==> src/hdl/lfme_pkg.sv <==
`default_nettype none
// ----------------------------------------------------------------------------
// lfme_pkg
// Shared types and constants of the localization Fisher matrix entry block.
// ----------------------------------------------------------------------------
package lfme_pkg;

	localparam int POS_W    = 24;
	localparam int DIFF_W   = POS_W + 1;
	localparam int PROD_W   = 2 * DIFF_W;
	localparam int ENTRY_W  = 64;
	localparam int CNT_W    = 5;
	localparam int SLOT_W   = 4;
	localparam int IDX_W    = 5;
	localparam int IN_TDATA_W  = 64;
	localparam int OUT_TDATA_W = 64;

	typedef enum logic {
		OP_WRITE = 1'b0,
		OP_READ  = 1'b1
	} opcode_t;

	typedef enum logic {
		STS_OK    = 1'b0,
		STS_RANGE = 1'b1
	} status_t;

	typedef enum logic [4:0] {
		ST_IDLE  = 5'b00001,
		ST_FETCH = 5'b00010,
		ST_ISSUE = 5'b00100,
		ST_DRAIN = 5'b01000,
		ST_DONE  = 5'b10000
	} state_t;

endpackage

`default_nettype wire

==> src/hdl/lfme_ram.sv <==
`default_nettype none
// ----------------------------------------------------------------------------
// lfme_ram
// Generic single-write, single-read RAM with registered read data.
// ----------------------------------------------------------------------------
module lfme_ram #(
	parameter int WIDTH = 48,
	parameter int DEPTH = 16
) (
	input  wire logic                     clk,
	input  wire logic                     we,
	input  wire logic [$clog2(DEPTH)-1:0] waddr,
	input  wire logic [WIDTH-1:0]         wdata,
	input  wire logic [$clog2(DEPTH)-1:0] raddr,
	output logic      [WIDTH-1:0]         rdata
);

	logic [WIDTH-1:0] mem_q [DEPTH];

	always_ff @(posedge clk) begin
		if (we) begin
			mem_q[waddr] <= wdata;
		end
		rdata <= mem_q[raddr];
	end

endmodule

`default_nettype wire

==> src/hdl/localization_fisher_matrix_entry.sv <==
`default_nettype none
// ----------------------------------------------------------------------------
// localization_fisher_matrix_entry
// Stores 2D agent positions and returns one entry of the range-only Fisher
// information matrix per read transaction.
// ----------------------------------------------------------------------------
// channel  dir  handshake          payload
// s_*      in   s_tvalid/s_tready  s_tuser opcode; s_tdata slot, x, y, row, col
// m_*      out  m_tvalid/m_tready  m_tuser status; m_tdata entry_value
// cfg_*    in   cfg_we             cfg_wdata agent_count
//
// A write or an out-of-range read goes straight to the done state and the output register.
// A diagonal read forms one product for each agent in use other than its own, in one shared
// multiply-accumulate, bounded by the single position RAM read port.
// An off-diagonal read forms one product. One transaction is in flight at a time.
// A stalled result holds in the output register; the next transaction is
// accepted meanwhile and waits in the done state. No clearing pass after reset.
// ----------------------------------------------------------------------------
module localization_fisher_matrix_entry #(
	parameter int MAX_AGENTS   = 16,
	parameter int ANCHOR_COUNT = 3
) (
	input  wire logic                              clk,
	input  wire logic                              arst_n,
	input  wire logic                              s_tvalid,
	output logic                                   s_tready,
	// [3:0] agent_slot, [27:4] pos_x, [51:28] pos_y, [56:52] row, [61:57] col
	input  wire logic [lfme_pkg::IN_TDATA_W-1:0]   s_tdata,
	// [0] opcode
	input  wire logic                              s_tuser,
	output logic                                   m_tvalid,
	input  wire logic                              m_tready,
	// [63:0] entry_value
	output logic      [lfme_pkg::OUT_TDATA_W-1:0]  m_tdata,
	// [0] status
	output logic                                   m_tuser,
	input  wire logic                              cfg_we,
	input  wire logic [lfme_pkg::CNT_W-1:0]        cfg_wdata
);

	import lfme_pkg::*;

	localparam int AW  = $clog2(MAX_AGENTS);
	localparam int CW  = $clog2(MAX_AGENTS + 1);
	localparam int NW  = (CW > CNT_W) ? CW : CNT_W;
	localparam int RAM_W = 2 * POS_W;

	state_t state_q, state_d;

	logic [CNT_W-1:0]   agent_count_q;
	logic [NW-1:0]      n_cnt, cnt_ext, vars_cnt;
	logic [NW:0]        idx_lim, a_full, b_full;
	logic [NW-1:0]      n_last_full;
	logic [AW-1:0]      n_last;

	opcode_t            in_op;
	logic [SLOT_W-1:0]  in_slot;
	logic [POS_W-1:0]   in_x, in_y;
	logic [IDX_W-1:0]   in_row, in_col;
	logic               s_accept;
	logic               slot_bad, idx_bad;

	logic [AW-1:0]      a_q, b_q, k_q;
	logic               ax_q, bx_q, diag_q;
	logic [ENTRY_W-1:0] acc_q;
	status_t            status_q;

	logic               ram_we;
	logic [AW-1:0]      ram_raddr;
	logic [RAM_W-1:0]   ram_rdata;
	logic [RAM_W-1:0]   pa_q;

	logic               issue_vld;
	logic               load_a_s1, issue_s1;
	logic               vld_s2, vld_s3;
	logic signed [DIFF_W-1:0] d0_s2, d1_s2;
	logic signed [PROD_W-1:0] prod_s3;
	logic signed [POS_W-1:0]  pa_c0, pa_c1, pk_c0, pk_c1;
	logic               out_load;

	assign in_op    = opcode_t'(s_tuser);
	assign in_slot  = s_tdata[3:0];
	assign in_x     = s_tdata[27:4];
	assign in_y     = s_tdata[51:28];
	assign in_row   = s_tdata[56:52];
	assign in_col   = s_tdata[61:57];

	assign s_tready = (state_q == ST_IDLE);
	assign s_accept = s_tvalid && s_tready;

	assign cnt_ext     = NW'(agent_count_q);
	assign n_cnt       = (cnt_ext > NW'(MAX_AGENTS)) ? NW'(MAX_AGENTS) : cnt_ext;
	assign vars_cnt    = (n_cnt > NW'(ANCHOR_COUNT)) ? (n_cnt - NW'(ANCHOR_COUNT)) : '0;
	assign idx_lim     = {vars_cnt, 1'b0};
	assign idx_bad     = ((NW+1)'(in_row) >= idx_lim) || ((NW+1)'(in_col) >= idx_lim);
	assign slot_bad    = (NW'(in_slot) >= NW'(MAX_AGENTS));
	assign a_full      = (NW+1)'(in_row[IDX_W-1:1]) + (NW+1)'(ANCHOR_COUNT);
	assign b_full      = (NW+1)'(in_col[IDX_W-1:1]) + (NW+1)'(ANCHOR_COUNT);
	assign n_last_full = n_cnt - NW'(1);
	assign n_last      = n_last_full[AW-1:0];

	assign ram_we    = s_accept && (in_op == OP_WRITE) && !slot_bad;
	assign ram_raddr = (state_q == ST_FETCH) ? a_q : k_q;
	assign issue_vld = (state_q == ST_ISSUE) && (!diag_q || (k_q != a_q));
	assign out_load  = (state_q == ST_DONE) && (!m_tvalid || m_tready);

	lfme_ram #(
		.WIDTH (RAM_W),
		.DEPTH (MAX_AGENTS)
	) u_pos_ram (
		.clk   (clk),
		.we    (ram_we),
		.waddr (AW'(in_slot)),
		.wdata ({in_y, in_x}),
		.raddr (ram_raddr),
		.rdata (ram_rdata)
	);

	always_comb begin
		pa_c0 = ax_q ? pa_q[RAM_W-1:POS_W] : pa_q[POS_W-1:0];
		pa_c1 = bx_q ? pa_q[RAM_W-1:POS_W] : pa_q[POS_W-1:0];
		pk_c0 = ax_q ? ram_rdata[RAM_W-1:POS_W] : ram_rdata[POS_W-1:0];
		pk_c1 = bx_q ? ram_rdata[RAM_W-1:POS_W] : ram_rdata[POS_W-1:0];
	end

	always_comb begin
		state_d = state_q;
		unique case (state_q)
			ST_IDLE: begin
				if (s_accept) begin
					if (in_op == OP_READ && !idx_bad) begin
						state_d = ST_FETCH;
					end else begin
						state_d = ST_DONE;
					end
				end
			end
			ST_FETCH: begin
				state_d = ST_ISSUE;
			end
			ST_ISSUE: begin
				if (!diag_q || k_q == n_last) begin
					state_d = ST_DRAIN;
				end
			end
			ST_DRAIN: begin
				if (!issue_s1 && !vld_s2 && !vld_s3) begin
					state_d = ST_DONE;
				end
			end
			ST_DONE: begin
				if (out_load) begin
					state_d = ST_IDLE;
				end
			end
			default: begin
				state_d = ST_IDLE;
			end
		endcase
	end

	always_ff @(posedge clk or negedge arst_n) begin
		if (!arst_n) begin
			state_q       <= ST_IDLE;
			agent_count_q <= CNT_W'(4);
			load_a_s1     <= 1'b0;
			issue_s1      <= 1'b0;
			vld_s2        <= 1'b0;
			vld_s3        <= 1'b0;
			m_tvalid      <= 1'b0;
		end else begin
			state_q   <= state_d;
			load_a_s1 <= (state_q == ST_FETCH);
			issue_s1  <= issue_vld;
			vld_s2    <= issue_s1;
			vld_s3    <= vld_s2;
			if (cfg_we) begin
				agent_count_q <= cfg_wdata;
			end
			if (out_load) begin
				m_tvalid <= 1'b1;
			end else if (m_tready) begin
				m_tvalid <= 1'b0;
			end
		end
	end

	always_ff @(posedge clk) begin
		if (s_accept) begin
			a_q      <= a_full[AW-1:0];
			b_q      <= b_full[AW-1:0];
			ax_q     <= in_row[0];
			bx_q     <= in_col[0];
			diag_q   <= (in_row[IDX_W-1:1] == in_col[IDX_W-1:1]);
			acc_q    <= '0;
			status_q <= ((in_op == OP_WRITE) ? slot_bad : idx_bad) ? STS_RANGE : STS_OK;
		end else if (vld_s3) begin
			if (diag_q) begin
				acc_q <= acc_q + ENTRY_W'(prod_s3);
			end else begin
				acc_q <= acc_q - ENTRY_W'(prod_s3);
			end
		end
		if (state_q == ST_FETCH) begin
			k_q <= diag_q ? '0 : b_q;
		end else if (state_q == ST_ISSUE) begin
			k_q <= k_q + AW'(1);
		end
		if (load_a_s1) begin
			pa_q <= ram_rdata;
		end
		d0_s2   <= DIFF_W'(pa_c0) - DIFF_W'(pk_c0);
		d1_s2   <= DIFF_W'(pa_c1) - DIFF_W'(pk_c1);
		prod_s3 <= d0_s2 * d1_s2;
		if (out_load) begin
			m_tdata <= acc_q;
			m_tuser <= status_q;
		end
	end

	assert property (@(posedge clk) disable iff (!arst_n)
		$onehot(state_q))
		else $error("sequencer state not one-hot");

	assert property (@(posedge clk) disable iff (!arst_n)
		(state_q == ST_DONE) |-> (!issue_s1 && !vld_s2 && !vld_s3))
		else $error("result taken with products still in flight");

	assert property (@(posedge clk) disable iff (!arst_n)
		(s_accept && in_op == OP_READ && idx_bad) |=> (state_q == ST_DONE))
		else $error("out-of-range read entered accumulation");

	assert property (@(posedge clk) disable iff (!arst_n)
		(m_tvalid && m_tuser) |-> (m_tdata == '0))
		else $error("error status with nonzero entry");

	assert property (@(posedge clk) disable iff (!arst_n)
		(state_q == ST_ISSUE) |-> (NW'(k_q) < n_cnt))
		else $error("agent index beyond agents in use");

endmodule

`default_nettype wire

==> config.mk <==
export PLATFORM = sky130hd
export DESIGN_NAME = localization_fisher_matrix_entry
export DESIGN_NICKNAME = d
export VERILOG_FILES = /design/src/hdl/lfme_pkg.sv /design/src/hdl/lfme_ram.sv /design/src/hdl/localization_fisher_matrix_entry.sv
export SDC_FILE = /design/constraint.sdc
export NUM_CORES = 2
export LEC_CHECK = 0
export ABC_AREA = 1
export BUFFER_PORTS_ARGS = -buffer_cell sky130_fd_sc_hd__clkbuf_2
export CORE_MARGIN = 5
export CORE_UTILIZATION = 58
export DETAILED_ROUTE_END_ITERATION = 6
export PLACE_DENSITY = 0.84
export SLEW_MARGIN = 20
export SYNTH_ARGS = -nofsm -noshare
export SYNTH_HDL_FRONTEND = slang
export SYNTH_SLANG_ARGS = --single-unit
==> constraint.sdc <==
create_clock -name clk -period 6.7 [get_ports clk]
set_input_delay 2.01 -clock clk [delete_from_list [all_inputs] [get_ports clk]]
set_output_delay 2.01 -clock clk [all_outputs]
set_load 0.005 [all_outputs]
# Word level (Yosys, flattened, before mapping)
# Memories as Yosys holds them, arrays and structs flattened. A register that Yosys moved wholly into a read port is not among the register bits.
# Index checks and enable logic that the tools add are counted.
# W data, S select, Z words.
word_totals:
  reg_bits: 308
  ram_bits: 768
  in_bits: 75
  output_inout_bits: 67
  wordCells: 92
  mem_count: 1
mem_list:
  columns: ["memory", "depth", "width", "read_ports", "rd_ports_with_merged_regs", "write_ports", "line", "source"]
  rows:
  - ["u_pos_ram.mem_q", 16, 48, 1, 1, 1, "lfme_ram.sv:18", "logic [WIDTH-1:0] mem_q [DEPTH];"]
op_classes:
  n_addsub: 9
  mul: 1
  n_lt_le_gt_ge: 4
  n_eq_ne: 12
  mux: 23
  n_bitwise: 1
  reduce_logical: 20
ops:
  columns: ["operator", "n"]
  rows:
  - ["$mux W24", 4]
  - ["$add A64 B64 Y64", 1]
  - ["$mux W64", 1]
  - ["$sub A64 B64 Y64", 1]
  - ["$mul A25 B25 Y50", 1]
  - ["$sub A24 B24 Y25", 2]
  - ["$mux W5", 7]
  - ["$pmux W5 S5", 1]
  - ["$mux W4", 4]
  - ["$ge A5 B6 Y1", 2]
  - ["$add A4 B2 Y4 const B", 2]
  - ["$eq A4 B4 Y1", 2]
  - ["$logic_and A1 B1 Y1", 7]
  - ["$logic_not A1 Y1", 6]
  - ["$mux W1", 6]
  - ["$eq A5 B1 Y1 const B", 1]
  - ["$eq A5 B2 Y1 const B", 1]
  - ["$eq A5 B3 Y1 const B", 1]
  - ["$eq A5 B4 Y1 const B", 1]
  - ["$eq A5 B5 Y1 const B", 1]
  - ["$gt A5 B2 Y1 const B", 1]
  - ["$gt A5 B5 Y1 const B", 1]
  - ["$sub A5 B2 Y5 const B", 1]
  - ["$add A4 B1 Y4 const B", 1]
  - ["8 further kinds", 14]

# Longest topological paths before layout
logic_depth:
  ltp_word: 11
  ltp_mapped: 29

# By module
# A second synthesis with hierarchy kept.
unflattened:
  hier_cells: 8956
  hier_area_um2: 77903.5
by_module_without_submodules:
  columns: ["module", "n_inst", "cells_per_inst", "area_each_um2", "seq_area_each_um2"]
  rows:
  - ["localization_fisher_matrix_entry", 1, 5791, 43914.6, 7534.7]
  - ["lfme_ram", 1, 3165, 33988.8, 24023.0]

# Worst setup path before layout
# Ideal clock, no wire load.
synth_timing:
  path_type: "register to register"
  start: "register d0_s2[24]"
  end: "register prod_s3[49]"
  setup_time_ns: 0.119
  t_arrival_ns: 6.422
  required_time_ns: 6.581
  path_slack_ns: 0.159
  path_stages_with_launch: 26
  path_buffers: 2
  synth_period_minus_slack_ns: 6.541
  path_cell_list: "dfxtp_1 -> clkbuf_1 -> clkbuf_1 -> nand2_1 -> inv_1 -> fa_1 -> inv_1 -> fa_1 -> inv_1 -> fa_1 -> inv_1 -> fa_1 -> fa_1 -> fa_1 -> fa_1 -> inv_1 -> ha_1 -> nand2_1 -> nor2_1 -> inv_1 -> nor3_1 -> nand2_1 -> nor2_1 -> nor2_1 -> nand3_1 -> nand2_1"
synth_between:
  elab_chain_cells: 1
synth_rtl:
  columns: ["item", "line", "source"]
  rows:
  - ["start, declared", "localization_fisher_matrix_entry.sv:76", "logic signed [DIFF_W-1:0] d0_s2, d1_s2;"]
  - ["start signal, assigned", "localization_fisher_matrix_entry.sv:212", "d0_s2 <= DIFF_W'(pa_c0) - DIFF_W'(pk_c0);"]
  - ["$mul A25 B25 Y50", "localization_fisher_matrix_entry.sv:214", "prod_s3 <= d0_s2 * d1_s2;"]
  - ["end signal, assigned", "localization_fisher_matrix_entry.sv:214", null]
  - ["end, declared", "localization_fisher_matrix_entry.sv:77", "logic signed [PROD_W-1:0] prod_s3;"]
# Every way passes these cells.
# A chain may end at the register's enable or synchronous reset.

# Worst setup path after layout
layout_timing:
  start: "register d0_s2[3]"
  end: "register prod_s3[49]"
# Same word-level chain as after synthesis.

==> impl_metrics.env <==
export IMPL_layout_filler_cells=9614
export IMPL_via_count=56900
export IMPL_fin_skew_ns=0.100
export IMPL_worst_endpoint_arrival_ns=7.05
export IMPL_worstSetupPathType="reg -> reg"
export IMPL_die_area_sq_um=136000
export IMPL_clk_root_buffer_cell="clkbuf_16"
export IMPL_floorplan_initialDensity=0.586
export IMPL_critical_path_slowest_cell="dfxtp_1"
export IMPL_final_period_utilization=0.964
export IMPL_placementRows=131
export IMPL_finalWeightedCongestion=0.953
export IMPL_detail_route_wirelength_mm=203
export IMPL_synth_sequential_area_ratio=0.422
export IMPL_tightest_hold_margin_ns=0.377
export IMPL_htreeDepth=3
export IMPL_globalRoute_totalOverflow=0
export IMPL_max_slew_margin=0.289
export IMPL_setup_violations=0
export IMPL_drive_above_1_share=0.0758
export IMPL_post_drt_wl_per_cell_um=20.3
export IMPL_cp_data_required_time_ns=7.29
export IMPL_drc=0
export IMPL_post_synth_top_area_cell="edfxtp_1"
export IMPL_die_w_um=369
export IMPL_post_dp_cell_area_sq_um=78500
export IMPL_final_period_minus_worst_setup_slack_ns=6.46
export IMPL_yosys_most_used_dff="edfxtp_1"
export IMPL_flow_area_growth_from_synthesis_pct=10.1
export IMPL_hpwl_mm=145
export IMPL_post_place_cells=9774
export IMPL_fp_dieH_um=369
export IMPL_postSynthCellCount=8108
export IMPL_numClockSinks=1124
export IMPL_final_instance_count_excl_fill=9996
export IMPL_critical_path_peak_fanout=14
export IMPL_cts_inserted_buffers=109
export IMPL_critical_path_cell_chain="buf_4, nand2_1, fa_1, fa_1, inv_1, fa_1, ha_1, fa_1, inv_1, fa_1, fa_1, inv_1, ha_1, nand2_1, nor2_1, nor2_1, o21bai_1, or2_2, inv_1, buf_4, nor2_1, buf_4, o21ai_0, nand2_1"
export IMPL_edff_count_synth=897
export IMPL_maxCapViolations=0
export IMPL_cts_hold_buffers_added=0
export IMPL_antenna_found_initial=9
export IMPL_timing_fmax_ghz=0.155
export IMPL_critPathMaxStageDelay_ns=0.87
export IMPL_design_area_sq_um=82500
export IMPL_synth_lib_cells_used_distinct=49
export IMPL_mappedNetlistNets=9111
export IMPL_status="finished clean"
export IMPL_timing_critical_path_mode_cell="fa_1"
export IMPL_dr_first_iter_drc_count=5609
export IMPL_number_of_global_route_vias_before_repair=57800
export IMPL_regArea_sq_um=31600
export IMPL_synth_top_cell_area_share=0.360
export IMPL_syn_area_cell_sq_um=9.23
export IMPL_initial_drt_pass_iterations=7
export IMPL_worstMarginPinSlew_ns=1.07
export IMPL_port_buffers=139
export IMPL_clock_tree_buffer_depth=3
export IMPL_report_final_hold_viol_count=0
export IMPL_largest_net_degree_at_the_start_of_global_routing=233
export IMPL_synth_area_top_cells="edfxtp_1, fa_1, inv_1"
export IMPL_most_common_layout_cells="inv_1, nand2_1, edfxtp_1"
export IMPL_synth_warning_count=0
export IMPL_cts_clk_slew_worst_paths_ns=0.06
export IMPL_final_ant_viol_nets=0
export IMPL_finish_net_count=9232
export IMPL_clkLatencyLatePin_ns=0.80
export IMPL_finalCoreUtilization=0.645
export IMPL_hp_class="reg -> reg"
export IMPL_postSynth_asyncResetShare=0.0133
export IMPL_clock_tree_from_tritoncts="yes"
export IMPL_post_drt_via_cell_ratio=5.69
export IMPL_global_route_wire_length_before_repair_mm=313
export IMPL_timing_max_transition_violations_final=0
export IMPL_setup_worst_path_end_class="flip-flop"
export IMPL_design_portCount=142
export IMPL_critPathLaunchType="flip-flop"
export IMPL_syn_area_sq_um=74900
export IMPL_layout_commonest_cell="inv_1"
export IMPL_combined_area_of_the_multi_input_logic_cells_sq_um=36200
export IMPL_synth_register_bits=1124
export IMPL_fp_coreArea_sq_um=128000
export IMPL_grt_use_total=0.294
[synthesized netlist by cell type (2+ instances only)]
cell type  count
inv_1       1574
inv_2          2
a21boi_0       6
nand2_1     1504
xnor2_1       44
buf_1         12
o21bai_1      56
a211oi_1       5
edfxtp_1     897
ha_1         267
nor3_1        45
o21ai_4        2
nor3b_1        2
dfstp_2        2
o221ai_1       3
o31ai_1        2
o211ai_1     199
fa_1         661
nor3_2         2
nor2_1       783
o21ai_1       98
buf_2         62
nand3_1      185
xor2_1       135
o311ai_0       4
o21a_1         9
nor4_1         9
a2111oi_0      2
o21ai_0      639
dfxtp_1      212
or2_2         20
and2_1         3
a21o_1        12
nand4_1       40
clkbuf_1     281
nand3b_1       3
a221oi_1       2
a21oi_1      284
nor2_2         2
dfrtp_1       13
a31oi_1       17
[critical path: cells and delay by family, from the launching register on]
family | cells | cell delay, ns
AOI/OAI and AO/OA | 2 | 0.29
adders and majority gates | 8 | 3.40
buffers and inverters | 7 | 0.87
DFF | 1 | 0.87
and+or+nand+nor | 7 | 0.86
[per-stage QoR]
step                      setup TNS (ns)  worst slack [ns]
after floorplan                        0             0.159
after global placement                 0             0.110
final                                  0             0.240
after detailed placement               0            0.0171
after CTS                              0           0.00365
after global routing            -0.00933          -0.00933
[registers in the layout, indices dropped and copies added (netlist names), 4 cells and up]
name and count:
d1_s2 25, pa_q 48, b_q 4, a_q 4
d0_s2 25, k_q 4, u_pos_ram.mem_q 768, acc_q 64
prod_s3 50, state_q 5, m_tdata 64, u_pos_ram.rdata 48
agent_count_q 5
[per-layer routing]
layer | global-route usage | routed length [um]
met2 | 0.504 | 99200
met5 | 0 | 60
met3 | 0.0446 | 16900
met1 | 0.370 | 76900
met4 | 0.134 | 10200
[worst paths after layout]
| kind | startpoint | endpoint | slack (ns) | cells past startpoint |
|---|---|---|---|---|
| max | d0_s2[3]$_DFF_P_ | prod_s3[49]$_DFF_P_ | 0.24 | 24 |
| min | issue_s1$_DFF_PN0_ | vld_s2$_DFF_PN0_ | 0.38 | 0 |
| max reg2reg | d0_s2[3]$_DFF_P_ | prod_s3[49]$_DFF_P_ | 0.24 | 24 |
| min reg2reg | issue_s1$_DFF_PN0_ | vld_s2$_DFF_PN0_ | 0.38 | 0 |
| max in group asynchronous | arst_n | agent_count_q[2]$_DFFE_PN1P_ | 5.19 | 1 |
| min in group asynchronous | arst_n | m_tvalid$_DFFE_PN0P_ | 1.19 | 1 |
[kinds of logic (layout without fill, tap and decap cells)]
| group | count (synthesis) | count (layout) | share of synthesized area |
|---|---|---|---|
| flip-flops | 1124 | 1124 | 0.422 |
| adder cells (fa/ha/maj) | 928 | 928 | 0.221 |
| other | 0 | 10 | 0 |
| AND/OR/NAND/NOR | 2602 | 2602 | 0.138 |
| XOR/XNOR | 179 | 179 | 0.0209 |
| buffers and inverters | 1932 | 2148 | 0.0979 |
| AO/OA/AOI/OAI | 1343 | 1343 | 0.101 |
[layout make-up]
| class | count | share of cell area |
|---|---|---|
| Timing Repair Buffer | 365 | 0.0342 |
| Clock buffer | 130 | 0.0345 |
| Tap cell | 1662 | 0.0252 |
| Sequential cell | 1124 | 0.383 |
| Clock inverter | 76 | 0.0114 |
| Inverter | 1577 | 0.0719 |
| Antenna cell | 10 | 0.000303 |
| Multi-Input combinational cell | 5052 | 0.439 |
[timing repair]
action,4_1_cts,5_1_grt
pin swaps,0,2
buffers inserted,0,6
setup endpoints to repair,4,27
hold endpoints to repair,0,0
gates resized for setup,2,42
Power is left out: the tool's default activity adds up to more than one toggle a clock period on the data nets, which glitch-free logic cannot reach.
